**config.mk**
```make
export PLATFORM = sky130hd
export DESIGN_NAME = memory_patch_list_engine
export DESIGN_NICKNAME = d
export VERILOG_FILES = /design/src/rtl/mple_pkg.sv /design/src/rtl/mple_datapath.sv /design/src/rtl/mple_ctrl.sv /design/src/rtl/memory_patch_list_engine.sv
export SDC_FILE = /design/constraint.sdc
export NUM_CORES = 2
export LEC_CHECK = 0
export ABC_AREA = 1
export BUFFER_PORTS_ARGS = -buffer_cell sky130_fd_sc_hd__buf_2
export CORE_MARGIN = 8
export CORE_UTILIZATION = 40
export DETAILED_ROUTE_END_ITERATION = 8
export GPL_TIMING_DRIVEN = 0
export PLACE_DENSITY_LB_ADDON = 0.12
export SLEW_MARGIN = 20
export SYNTH_ARGS = -nofsm -noshare
export SYNTH_HDL_FRONTEND = slang
export SYNTH_SLANG_ARGS = --single-unit
```
**constraint.sdc**
```tcl
create_clock -name clk -period 6.5 [get_ports clk]
set_clock_uncertainty 0.15 [all_clocks]
set_input_delay 0.325 -clock clk [delete_from_list [all_inputs] [get_ports clk]]
set_output_delay 0.325 -clock clk [all_outputs]
set_load 0.02 [all_outputs]
```
**src/rtl/mple_pkg.sv**
```systemverilog
`default_nettype none
package mple_pkg;

    localparam int unsigned MAX_ENTRIES_DEF = 32;

    // Input commands
    localparam logic [2:0] CMD_ADD       = 3'd0;
    localparam logic [2:0] CMD_REMOVE    = 3'd1;
    localparam logic [2:0] CMD_ADD_CODE  = 3'd2;
    localparam logic [2:0] CMD_REM_CODE  = 3'd3;
    localparam logic [2:0] CMD_APPLY     = 3'd4;
    localparam logic [2:0] CMD_READ_DATA = 3'd5;

    // Entry kinds
    localparam logic [1:0] KIND_ENABLE = 2'd0;
    localparam logic [1:0] KIND_BYTE   = 2'd1;
    localparam logic [1:0] KIND_WORD   = 2'd2;
    localparam logic [1:0] KIND_LONG   = 2'd3;

    // Result kinds
    localparam logic [2:0] OUT_BYTE   = 3'd0;
    localparam logic [2:0] OUT_WORD   = 3'd1;
    localparam logic [2:0] OUT_LONG   = 3'd2;
    localparam logic [2:0] OUT_READ   = 3'd3;
    localparam logic [2:0] OUT_STATUS = 3'd4;

    // Status codes
    localparam logic [2:0] ST_OK          = 3'd0;
    localparam logic [2:0] ST_NOT_FOUND   = 3'd1;
    localparam logic [2:0] ST_UNKNOWN     = 3'd2;
    localparam logic [2:0] ST_FULL        = 3'd3;
    localparam logic [2:0] ST_NOT_WAITING = 3'd4;

    // Code word nibbles
    localparam logic [3:0] CODE_WORD   = 4'h1;
    localparam logic [3:0] CODE_BYTE   = 4'h3;
    localparam logic [3:0] CODE_ENABLE = 4'hD;
    localparam logic [31:0] CODE_ADDR_MASK = 32'h0FFF_FFFF;

    // Controller to datapath commands
    typedef struct packed {
        logic latch_in;   // capture the input transaction
        logic wr_tail;    // write operand at tail, count up
        logic scan_clr;   // index := 0
        logic scan_inc;   // index := index + 1
        logic shift;      // entry[idx-1] := entry[idx]
        logic dec_cnt;    // count down
        logic set_idx_wp; // index := walk position + 1
        logic set_wp;     // walk position := index
    } mple_cmd_t;

    // Datapath to controller status
    typedef struct packed {
        logic [2:0] cmd;
        logic       code_ok;
        logic       full;
        logic       idx_end;   // index >= count
        logic       match;     // entry at index equals operand
        logic [1:0] ent_kind;  // kind of entry at index
        logic       wp_valid;  // walk position < count
        logic       rd_match;  // entry at walk position equals read word
    } mple_sts_t;

endpackage
`default_nettype wire

```
**src/rtl/mple_datapath.sv**
```systemverilog
`default_nettype none
module mple_datapath
    import mple_pkg::*;
#(
    parameter int unsigned MAX_ENTRIES = MAX_ENTRIES_DEF,
    parameter int unsigned IW = $clog2(MAX_ENTRIES),
    parameter int unsigned CW = $clog2(MAX_ENTRIES + 1)
)(
    input  wire logic        clk,
    input  wire logic        rst_n,
    input  wire mple_cmd_t   cmd,
    input  wire logic [2:0]  in_command,
    input  wire logic [1:0]  in_kind,
    input  wire logic [31:0] in_address,
    input  wire logic [31:0] in_value,
    input  wire logic [15:0] in_read_word,
    output mple_sts_t        sts,
    output logic [1:0]       idx_kind,
    output logic [31:0]      idx_address,
    output logic [31:0]      idx_value,
    output logic [CW-1:0]    count
);

    logic [1:0]  kinds_mem [MAX_ENTRIES];
    logic [31:0] addr_mem  [MAX_ENTRIES];
    logic [31:0] val_mem   [MAX_ENTRIES];

    logic [2:0]    cmd_reg;
    logic [1:0]    op_kind_reg;
    logic [31:0]   op_addr_reg, op_val_reg;
    logic          code_ok_reg;
    logic [15:0]   rd_reg;
    logic [CW-1:0] cnt_reg, cnt_next;
    logic [CW-1:0] idx_reg, idx_next;
    logic [IW-1:0] wp_reg;

    // Entry read back, registered, in the cycle after its address
    logic [1:0]    ent_kind_reg;
    logic [31:0]   ent_addr_reg, ent_val_reg;

    logic [IW-1:0] ia, ia_m1, raddr;
    logic [CW-1:0] idx_p1;
    logic          code_ok;
    logic [1:0]    code_kind;

    assign ia     = idx_reg[IW-1:0];
    assign ia_m1  = ia - IW'(1);
    assign idx_p1 = idx_reg + CW'(1);

    // Code word decode
    always_comb
    begin
        code_ok   = 1'b1;
        code_kind = KIND_ENABLE;
        unique case (in_address[31:28])
            CODE_WORD:   code_kind = KIND_WORD;
            CODE_BYTE:   code_kind = KIND_BYTE;
            CODE_ENABLE: code_kind = KIND_ENABLE;
            default:     code_ok = 1'b0;
        endcase
    end

    // Operand capture
    always_ff @(posedge clk)
    begin
        if (cmd.latch_in)
        begin
            cmd_reg     <= in_command;
            rd_reg      <= in_read_word;
            code_ok_reg <= code_ok;
            if (in_command == CMD_ADD_CODE || in_command == CMD_REM_CODE)
            begin
                op_kind_reg <= code_kind;
                op_addr_reg <= in_address & CODE_ADDR_MASK;
                op_val_reg  <= {16'd0, in_value[15:0]};
            end
            else
            begin
                op_kind_reg <= in_kind;
                op_addr_reg <= in_address;
                op_val_reg  <= in_value;
            end
        end
    end

    // Entry store: tail write, or move the entry at index up by one place
    always_ff @(posedge clk)
    begin
        if (cmd.wr_tail)
        begin
            kinds_mem[cnt_reg[IW-1:0]] <= op_kind_reg;
            addr_mem[cnt_reg[IW-1:0]]  <= op_addr_reg;
            val_mem[cnt_reg[IW-1:0]]   <= op_val_reg;
        end
        else if (cmd.shift)
        begin
            kinds_mem[ia_m1] <= ent_kind_reg;
            addr_mem[ia_m1]  <= ent_addr_reg;
            val_mem[ia_m1]   <= ent_val_reg;
        end
    end

    // Read ahead at the next index, or at the walk position for read data
    assign raddr = (cmd.latch_in && in_command == CMD_READ_DATA) ? wp_reg
                                                                 : idx_next[IW-1:0];

    always_ff @(posedge clk)
    begin
        ent_kind_reg <= kinds_mem[raddr];
        ent_addr_reg <= addr_mem[raddr];
        ent_val_reg  <= val_mem[raddr];
    end

    // Count and index
    always_comb
    begin
        cnt_next = cnt_reg;
        if (cmd.wr_tail)
            cnt_next = cnt_reg + CW'(1);
        else if (cmd.dec_cnt)
            cnt_next = cnt_reg - CW'(1);
        idx_next = idx_reg;
        priority if (cmd.scan_clr)
            idx_next = '0;
        else if (cmd.set_idx_wp)
            idx_next = CW'(wp_reg) + CW'(1);
        else if (cmd.scan_inc)
            idx_next = idx_p1;
    end

    always_ff @(posedge clk or negedge rst_n)
    begin
        if (!rst_n)
        begin
            cnt_reg <= '0;
            idx_reg <= '0;
            wp_reg  <= '0;
        end
        else
        begin
            cnt_reg <= cnt_next;
            idx_reg <= idx_next;
            if (cmd.set_wp)
                wp_reg <= ia;
        end
    end

    assign idx_kind    = ent_kind_reg;
    assign idx_address = ent_addr_reg;
    assign idx_value   = ent_val_reg;
    assign count       = cnt_reg;

    always_comb
    begin
        sts.cmd      = cmd_reg;
        sts.code_ok  = (cmd_reg == CMD_ADD_CODE || cmd_reg == CMD_REM_CODE)
                       ? code_ok_reg : 1'b1;
        sts.full     = (cnt_reg >= CW'(MAX_ENTRIES));
        sts.idx_end  = (idx_reg >= cnt_reg);
        sts.match    = (ent_kind_reg == op_kind_reg) && (ent_addr_reg == op_addr_reg)
                       && (ent_val_reg == op_val_reg);
        sts.ent_kind = ent_kind_reg;
        sts.wp_valid = (CW'(wp_reg) < cnt_reg);
        sts.rd_match = (ent_val_reg == {16'd0, rd_reg});
    end

endmodule
`default_nettype wire

```
**src/rtl/mple_ctrl.sv**
```systemverilog
`default_nettype none
module mple_ctrl
    import mple_pkg::*;
(
    input  wire logic       clk,
    input  wire logic       rst_n,
    input  wire logic       in_fire,
    input  wire logic [2:0] in_command,
    input  wire logic       out_free,   // output register empty or draining
    input  wire mple_sts_t  sts,
    output mple_cmd_t       cmd,
    output logic            in_ready,
    output logic            emit,
    output logic            emit_entry, // emit entry at index, else status
    output logic [2:0]      emit_status,
    output logic            emit_last
);

    typedef enum logic [5:0] {
        S_IDLE   = 6'b000001,
        S_DECODE = 6'b000010,
        S_SEARCH = 6'b000100,
        S_SHIFT  = 6'b001000,
        S_WALK   = 6'b010000,
        S_DONE   = 6'b100000
    } state_t;

    state_t     state_reg, state_next;
    logic       await_reg, await_next;
    logic [2:0] st_reg, st_next;

    assign in_ready = (state_reg == S_IDLE);

    always_comb
    begin
        state_next  = state_reg;
        await_next  = await_reg;
        st_next     = st_reg;
        cmd         = '0;
        emit        = 1'b0;
        emit_entry  = 1'b0;
        emit_status = st_reg;
        emit_last   = 1'b1;
        unique case (state_reg)
            S_IDLE:
            begin
                if (in_fire)
                begin
                    cmd.latch_in = 1'b1;
                    cmd.scan_clr = 1'b1;
                    if (in_command != CMD_READ_DATA && in_command <= CMD_APPLY)
                        await_next = 1'b0;
                    if (in_command <= CMD_READ_DATA)
                        state_next = S_DECODE;
                end
            end
            S_DECODE:
            begin
                state_next = S_DONE;
                st_next    = ST_OK;
                priority if (!sts.code_ok)
                    st_next = ST_UNKNOWN;
                else if (sts.cmd == CMD_ADD || sts.cmd == CMD_ADD_CODE)
                begin
                    if (sts.full)
                        st_next = ST_FULL;
                    else
                        cmd.wr_tail = 1'b1;
                end
                else if (sts.cmd == CMD_REMOVE || sts.cmd == CMD_REM_CODE)
                    state_next = S_SEARCH;
                else if (sts.cmd == CMD_APPLY)
                    state_next = S_WALK;
                else if (!await_reg || !sts.wp_valid)
                    st_next = ST_NOT_WAITING;
                else if (sts.rd_match)
                begin
                    await_next     = 1'b0;
                    cmd.set_idx_wp = 1'b1;
                    state_next     = S_WALK;
                end
                else
                    await_next = 1'b0;
            end
            S_SEARCH:
            begin
                priority if (sts.idx_end)
                begin
                    st_next    = ST_NOT_FOUND;
                    state_next = S_DONE;
                end
                else if (sts.match)
                begin
                    // step past the match; later entries then move up one by one
                    cmd.scan_inc = 1'b1;
                    state_next   = S_SHIFT;
                end
                else
                    cmd.scan_inc = 1'b1;
            end
            S_SHIFT:
            begin
                if (sts.idx_end)
                begin
                    cmd.dec_cnt = 1'b1;
                    st_next     = ST_OK;
                    state_next  = S_DONE;
                end
                else
                begin
                    cmd.shift    = 1'b1;
                    cmd.scan_inc = 1'b1;
                end
            end
            S_WALK:
            begin
                if (out_free)
                begin
                    emit = 1'b1;
                    priority if (sts.idx_end)
                    begin
                        emit_status = ST_OK;
                        state_next  = S_IDLE;
                    end
                    else if (sts.ent_kind == KIND_ENABLE)
                    begin
                        emit_entry = 1'b1;
                        cmd.set_wp = 1'b1;
                        await_next = 1'b1;
                        state_next = S_IDLE;
                    end
                    else
                    begin
                        emit_entry   = 1'b1;
                        emit_last    = 1'b0;
                        cmd.scan_inc = 1'b1;
                    end
                end
            end
            S_DONE:
            begin
                if (out_free)
                begin
                    emit       = 1'b1;
                    state_next = S_IDLE;
                end
            end
            default: state_next = S_IDLE;
        endcase
    end

    always_ff @(posedge clk or negedge rst_n)
    begin
        if (!rst_n)
        begin
            state_reg <= S_IDLE;
            await_reg <= 1'b0;
            st_reg    <= ST_OK;
        end
        else
        begin
            state_reg <= state_next;
            await_reg <= await_next;
            st_reg    <= st_next;
        end
    end

endmodule
`default_nettype wire

```
**src/rtl/memory_patch_list_engine.sv**
```systemverilog
`default_nettype none
// Patch list engine. Holds up to MAX_ENTRIES patch entries and takes one
// command transaction at a time. Remove searches up to the match, and
// each later entry then moves up one place per cycle; apply emits one
// result per cycle, while the output is not stalled, from a walk of the
// entry store. Results leave through a single output register; the next
// command is taken once the last result of the current one has been
// loaded into it.
module memory_patch_list_engine
    import mple_pkg::*;
#(
    parameter int unsigned MAX_ENTRIES = MAX_ENTRIES_DEF
)(
    input  wire logic         clk,
    input  wire logic         rst_n,
    input  wire logic         s_tvalid,
    output logic              s_tready,
    // command[2:0], entry_kind[4:3], address[36:5], value[68:37],
    // read_word[84:69], zero fill
    input  wire logic [87:0]  s_tdata,
    output logic              m_tvalid,
    input  wire logic         m_tready,
    // kind[2:0], mem_address[34:3], write_data[66:35], status[69:67],
    // entry_count[75:70], zero fill
    output logic [79:0]       m_tdata,
    output logic              m_tlast
);

    localparam int unsigned IW = $clog2(MAX_ENTRIES);
    localparam int unsigned CW = $clog2(MAX_ENTRIES + 1);

    mple_cmd_t     cmd;
    mple_sts_t     sts;
    logic          in_fire, out_free, emit, emit_entry, emit_last;
    logic [2:0]    emit_status;
    logic [1:0]    idx_kind;
    logic [31:0]   idx_address, idx_value;
    logic [CW-1:0] count;

    assign in_fire  = s_tvalid && s_tready;
    assign out_free = !m_tvalid || m_tready;

    mple_datapath #(.MAX_ENTRIES(MAX_ENTRIES), .IW(IW), .CW(CW)) u_dp (
        .clk          (clk),
        .rst_n        (rst_n),
        .cmd          (cmd),
        .in_command   (s_tdata[2:0]),
        .in_kind      (s_tdata[4:3]),
        .in_address   (s_tdata[36:5]),
        .in_value     (s_tdata[68:37]),
        .in_read_word (s_tdata[84:69]),
        .sts          (sts),
        .idx_kind     (idx_kind),
        .idx_address  (idx_address),
        .idx_value    (idx_value),
        .count        (count)
    );

    mple_ctrl u_ctrl (
        .clk         (clk),
        .rst_n       (rst_n),
        .in_fire     (in_fire),
        .in_command  (s_tdata[2:0]),
        .out_free    (out_free),
        .sts         (sts),
        .cmd         (cmd),
        .in_ready    (s_tready),
        .emit        (emit),
        .emit_entry  (emit_entry),
        .emit_status (emit_status),
        .emit_last   (emit_last)
    );

    // Result formatting
    logic [2:0]  r_kind;
    logic [31:0] r_addr, r_data;
    logic [2:0]  r_status;
    always_comb
    begin
        r_kind   = OUT_STATUS;
        r_addr   = '0;
        r_data   = '0;
        r_status = emit_status;
        if (emit_entry)
        begin
            r_addr   = idx_address;
            r_status = ST_OK;
            unique case (idx_kind)
                KIND_ENABLE: r_kind = OUT_READ;
                KIND_BYTE:
                begin
                    r_kind = OUT_BYTE;
                    r_data = {24'd0, idx_value[7:0]};
                end
                KIND_WORD:
                begin
                    r_kind = OUT_WORD;
                    r_data = {16'd0, idx_value[15:0]};
                end
                default:
                begin
                    r_kind = OUT_LONG;
                    r_data = idx_value;
                end
            endcase
        end
    end

    // Output register
    logic        out_valid_reg;
    logic [79:0] out_data_reg;
    logic        out_last_reg;
    always_ff @(posedge clk or negedge rst_n)
    begin
        if (!rst_n)
            out_valid_reg <= 1'b0;
        else if (emit)
            out_valid_reg <= 1'b1;
        else if (m_tready)
            out_valid_reg <= 1'b0;
    end

    always_ff @(posedge clk)
    begin
        if (emit)
        begin
            out_data_reg <= {4'd0, 6'(count), r_status, r_data, r_addr, r_kind};
            out_last_reg <= emit_last;
        end
    end

    assign m_tvalid = out_valid_reg;
    assign m_tdata  = out_data_reg;
    assign m_tlast  = out_last_reg;

    // Checks
    a_count_range: assert property (@(posedge clk) disable iff (!rst_n)
        count <= CW'(MAX_ENTRIES))
        else $error("entry count above capacity");

    a_no_overwrite: assert property (@(posedge clk) disable iff (!rst_n)
        m_tvalid && !m_tready |-> !emit)
        else $error("result loaded over a stalled one");

    a_busy_no_take: assert property (@(posedge clk) disable iff (!rst_n)
        emit && !emit_last |=> !s_tready)
        else $error("command taken mid-walk");

endmodule
`default_nettype wire

```
[Word-level counts from Yosys, hierarchy flattened]
Memory sizes are Yosys's and may differ from the RTL's. A register that Yosys moved wholly into a read port is not among the register bits.
Cells that the tools add are included.
Operators by class
  multiplexer cells: 95
  order comparisons: 5
  add/sub/neg operators: 5
  reduce and logical (&&, ||, !) cells: 30
  eq/ne operators: 39
  bitwise operators: 2
Operators by type and width (number)
  $mux W6: 20
  $pmux W32 S3: 1
  $eq A32 B32 Y1: 2
  $mux W32: 2
  $reduce_or A32 Y1: 2
  $mux W1: 48
  $pmux W6 S6: 1
  $eq A32 B16 Y1: 1
  $mux W3: 9
  $mux W5: 4
  $ne A2 B2 Y1 const B: 9
  $add A6 B1 Y6 const B: 2
  $eq A3 B2 Y1 const B: 4
  $reduce_and A11 Y1: 1
  $mux W2: 5
  $ne A2 B1 Y1 const B: 5
  $pmux W3 S3: 1
  $reduce_bool A3 Y1: 3
  $reduce_and A7 Y1: 1
  $add A5 B1 Y6 const B: 1
  $eq A3 B3 Y1 const B: 2
  $eq A6 B1 Y1 const B: 1
  $eq A6 B2 Y1 const B: 1
  $eq A6 B3 Y1 const B: 1
  other kinds (31): 49
Word-level totals
  output and inout port bits: 83
  flip-flop bits (word level): 191
  bits of input ports: 92
  bits in writable memories: 2112
  word-level logic and storage cells: 199
  memories: 3
Memory list
  u_dp.addr_mem: words 32, width 32, rd ports 1, clocked after memory_dff 1, wr ports 1, RTL line mple_datapath.sv:25  | logic [31:0] addr_mem [MAX_ENTRIES];
  u_dp.val_mem: words 32, width 32, rd ports 1, clocked after memory_dff 1, wr ports 1, RTL line mple_datapath.sv:26  | logic [31:0] val_mem [MAX_ENTRIES];
  u_dp.kinds_mem: words 32, width 2, rd ports 1, clocked after memory_dff 1, wr ports 1, RTL line mple_datapath.sv:24  | logic [1:0] kinds_mem [MAX_ENTRIES];

[Depth between registers and ports, before layout]
  word-level depth: 12
  depth in mapped cells: 23
  mapped depth without buffers: 21

[Modules after synthesis]
A second synthesis with hierarchy kept.
Second synthesis, totals
  cells, all modules: 8251
  area total of the unflattened synthesis: 97367.1 sq um
Modules (own cells, without submodules)
  mple_datapath: seq. area each 67750.0 sq um, cells an instance 7867, times used 1, area an instance 93304.5 sq um
  memory_patch_list_engine: seq. area each 2337.2 sq um, cells an instance 246, times used 1, area an instance 3204.3 sq um
  mple_ctrl: seq. area each 251.5 sq um, cells an instance 138, times used 1, area an instance 858.3 sq um

[Least setup slack after synthesis]
No wires, ideal clock.
  path kind: register to register
  start point: reg u_dp.idx_reg[0]
  end point: mem u_dp.addr_mem[20][0] (enable)
  period minus slack after synthesis: 5.850 ns
  stages on the path, launching flop included: 16
  required time: 5.859 ns
  buffers on the path: 2
  slack: 0.650 ns
  arrival: 5.209 ns
  setup time: 0.491 ns
  cell sequence: dfrtp_1 > inv_1 > ha_1 > o21ai_0 > nand2_1 > a21oi_1 > buf_2 > inv_1 > nor2_1 > buf_2 > nand2_1 > o21ai_0 > inv_1 > nor2_1 > nand2_1 > nor2_1
On the way
  cells in the longest elaborated chain, start to end: 8
  elaborated cells between the ends (all ways): 10
  classes of those cells: 1 x add/sub; 1 x order compare; 7 x mux; 1 x reduce/logical
RTL lines
  start, declared: RTL line mple_datapath.sv:34  | logic [CW-1:0] idx_reg, idx_next;
  start signal, assigned: RTL line mple_datapath.sv:142  | idx_reg <= idx_next;
  $ge A6 B6 Y1: RTL line mple_datapath.sv:159  | sts.idx_end = (idx_reg >= cnt_reg);
  $mux W2: RTL line mple_ctrl.sv:103  | if (sts.idx_end)
  $mux W2: RTL line mple_ctrl.sv:44  | unique case (state_reg)
  $mux W1: RTL line mple_datapath.sv:95  | else if (cmd.shift)
  $mux W1: RTL line mple_datapath.sv:89  | if (cmd.wr_tail)
  $mux W1 (implied by the code): RTL line mple_datapath.sv:98  | addr_mem[ia_m1] <= ent_addr_reg;
  $reduce_or A32 Y1 (no source line)
  $mux W5 (no source line) or $mux W1 (tied branches)
  end, declared: RTL line mple_datapath.sv:25
Parallel ways exist; a longest one is shown, timed or not.

[Worst setup path in the final report]
  start point: reg u_dp.ent_val_reg[31], in the netlist u_dp.idx_value[31], read port of u_dp.val_mem
  end point: reg u_dp.ent_addr_reg[3], in the netlist u_dp.idx_address[3], read port of u_dp.addr_mem
On the way
  cells in the longest elaborated chain, start to end: 11
RTL lines
  start, declared: RTL line mple_datapath.sv:39  | logic [31:0] ent_addr_reg, ent_val_reg;
  $eq A32 B16 Y1: RTL line mple_datapath.sv:164  | sts.rd_match = (ent_val_reg == {16'd0, rd_reg});
  $mux W1: RTL line mple_ctrl.sv:76  | else if (sts.rd_match)
  $mux W1: RTL line mple_ctrl.sv:74  | else if (!await_reg || !sts.wp_valid)
  $mux W1: RTL line mple_ctrl.sv:72  | else if (sts.cmd == CMD_APPLY)
  $mux W1: RTL line mple_ctrl.sv:70  | else if (sts.cmd == CMD_REMOVE || sts.cmd == CMD_REM_CODE)
  $mux W1: RTL line mple_ctrl.sv:63  | else if (sts.cmd == CMD_ADD || sts.cmd == CMD_ADD_CODE)
  $mux W1: RTL line mple_ctrl.sv:61  | priority if (!sts.code_ok)
  $mux W1: RTL line mple_ctrl.sv:44
  $mux W6: RTL line mple_datapath.sv:125  | else if (cmd.set_idx_wp)
  $mux W6: RTL line mple_datapath.sv:123  | priority if (cmd.scan_clr)
  $mux W5: RTL line mple_datapath.sv:104  | assign raddr = (cmd.latch_in && in_command == CMD_READ_DATA) ? wp_reg
  end, declared: RTL line mple_datapath.sv:39
No other way between the ends.
A chain may end at the register's enable or synchronous reset.

==> flow_summary_export.csv <==
group,metric,value,unit
floorplanning,start_util,40.20,%
route,wirelength,431000,µm
floorplanning,dieArea,260500,µm²
synth,synth-main-ff-cell,"edfxtp_1",
run_status,status,"complete, no violations",
timing,fin_crit_sh,99.69,%
worst_setup_path,path_cells,"inv_1 > nand2_1 > nor2_2 > nand4_1 > nor2_1 > nand3_1 > inv_1 > nand2_1 > nand3_1 > nand2_1 > inv_2 > buf_2 > buf_2 > nand3_1 > nand3_1 > nand2_1",
worst_setup_path,cp.required,7100,ps
timing,worst_pin_slew,1292,ps
route,viasPerCell,6.075,
synth,synth-edff-count,2275,
timing,hold_violations,0,
timing,slew_violations,0,
synth,synth_seq_cells,2369,
synth,synthTopCellsByCount,"nand3_1, edfxtp_1, nand2_1",
route,antenna_left,0,
synth,synth_area_leaders,"edfxtp_1, nand3_1, nand2_1",
worst_setup_path,path_max_fanout,12,
synth,yosysSeqAreaShare,71.94,%
worst_setup_path,worstPathArrival,7080,ps
pwr,power_density,357.8,nW/µm²
place,place.gp.congestion,0.8871,
place,portBuffers,167,
clock_network,clk_pin_slew_worst_paths,60,ps
pwr,finalPower,42.92,mW
clock_network,cts_tree,"done",
worst_hold_path,holdPathEnd,"u_dp.op_addr_reg[23]",
worst_setup_path,start_kind,"register",
route,drc,0,
timing,fin_crit,6480,ps
route,drt_iter0_drc,12542,
worst_setup_path,worst_r2r_startpoint,"u_dp.idx_value[31]",
timing,rsz0062_at_grt,"no",
timing,fin_setup_tns,0,ps
worst_setup_path,crit_type,"register to register",
synth,yosysTopAreaCell,"edfxtp_1",
global_routing,antenna_found_initial,43,
global_routing,grt_pass1_vias,71195,
floorplanning,io_pins,175,
pwr,p_leak,43.29,nW
clock_network,clk_path_buf_depth,4,
synth,yosysMostFrequentCell,"nand3_1",
timing,setup_viol_count_final,0,
cells_and_area,area_growth,22.69,%
cells_and_area,drive_gt1_share,13.23,%
pwr,ir_drop,229.4,µV
run,maxCapViolations,0,
synth,avgSynthCellArea,11.83,µm²
clock_network,cts_root_buf,"clkbuf_16",
worst_setup_path,r2r-end,"u_dp.idx_address[3]",
floorplanning,std_cell_rows,181,
worst_setup_path,worst_setup_path_end_kind,"register",
timing,slew_headroom,13.87,%
timing,max_freq,154.3,MHz
floorplanning,die_y,510.4,µm
cells_and_area,nets,9239,
route,wl_per_cell,34.34,µm
worst_setup_path,reg2reg_slack,20,ps
clock_network,cts_buffers,280,
place,hpwlAfterDp,307400,µm
worst_setup_path,max_stage_delay,770,ps
global_routing,grt_use_total,32.24,%
worst_setup_path,critical-path-slowest-cell,"buf_2",
synth,synth.cell_area,97770,µm²
worst_hold_path,whs_path_depth,2,
floorplanning,core_area,243200,µm²
clock_network,post_cts_buffers,0,
clock_network,clkLatencyLatePin,960,ps
synth,ys_types,43,
synth,yosys.area.top_type_share,69.87,%
worst_hold_path,hold_class,"input pin to register",
floorplanning,die_w,510.4,µm
synth,async_flop_share,1.182,%
worst_setup_path,reg2reg_depth,16,
synth,ys_warn_count,0,
global_routing,overflow,0,
worst_hold_path,hold_start,"s_tdata[28]",
clock_network,htreeDepth,5,
route,vias,76255,
route,first_pass_iters,9,
clock_network,cts_sinks,2369,
synth,synth_cells,8262,
global_routing,grt_max_degree,46,
global_routing,grt_pass1_wl,583800,µm
## what timing repair did
action,CTS,global route
setup endpoints to repair,0,10
resized for setup,0,1
hold endpoints to repair,169,0
hold buffers,152,0
## how the worst max path moves through the flow
stage,start,end,slack (ps),cells past startpoint
6_report,u_dp.idx_value[31],u_dp.idx_address[3],20,16
5_1_grt,u_dp.rd_reg[15],u_dp.idx_address[3],60,16
4_1_cts,u_dp.idx_value[31],u_dp.idx_value[29],290,16
3_5_place_dp,u_dp.idx_value[31],u_dp.idx_value[29],340,16
3_3_place_gp,u_dp.count[5],u_dp.val_mem[27][25],-6830,15
2_1_floorplan,u_dp.idx_reg[0],u_dp.addr_mem[20][0],650,15
## cell usage in the layout (no fill, tap or decap), types with 66 or more instances in the layout
| master | netlist | final |
|---|---|---|
| clkbuf_1 | 267 | 301 |
| dfxtp_1 | 66 | 66 |
| dlygate4sd3_1 | 0 | 151 |
| buf_12 | 0 | 117 |
| buf_2 | 167 | 344 |
| nand2_1 | 1538 | 1538 |
| clkbuf_16 | 0 | 287 |
| inv_1 | 384 | 384 |
| nand3b_1 | 107 | 107 |
| nor2_1 | 163 | 128 |
| buf_16 | 0 | 126 |
| nand3_1 | 2839 | 2839 |
| edfxtp_1 | 2275 | 2275 |
| buf_4 | 73 | 75 |
## kinds of logic after synthesis
group,synth area share [%]
and+or+nand+nor,22.45
DFF,71.94
AOI/OAI and AO/OA,0.6181
xor gates and xnor gates,0.4210
other,0.003836
buffers and inverters,4.279
adders and majority gates,0.2892
## area by class of cell
cell class,count,area (µm²)
sequential,2369,70340
clock inverter,88,855.8
buffer,583,2781
timing repair buffer,578,8383
inverter,391,1475
antenna,32,80.08
clock buffer,388,7831
multi-input combinational,4922,24210
tap,3202,4006
fill,21470,123300
## worst max-delay path: cells and delay by family (launching register included)
family / cells / cell delay, ps
flops: 1 / 520
simple gates: 11 / 3340
buf+inv: 5 / 2210
## metal layers
layer / vias up / wire [µm] / global-route usage, %
li1: 31454 / - / -
met1: 38054 / 165800 / 43.69
met2: 5620 / 182400 / 47.42
met3: 1117 / 56440 / 9.255
met4: 10 / 26350 / 16.29
met5: - / 54 / 0
## report_power, final
| part | internal [mW] | total, mW | switching [mW] | leakage, nW |
|---|---|---|---|---|
| Clock | 8.98 | 15.3 | 6.32 | 4.25 |
| Combinational | 2.43 | 9.35 | 6.92 | 17.6 |
| Sequential | 17.9 | 18.3 | 0.350 | 21.4 |
## metrics by stage
step	util [%]	setup slack [ps]	cells	area, µm²	hold WS [ps]
after detailed placement	45.08	343.2	11893	109700	265.0
final	49.32	20.27	12553	120000	22.72
after CTS	49.29	289.3	12521	119900	6.638
after floorplan	-	650.5	8265	97780	-120.6
after global routing	49.29	64.01	12528	119900	36.32
after global placement	42.19	-6827	11634	102600	245.6
Note: power is estimated with default switching activity, not from simulation.
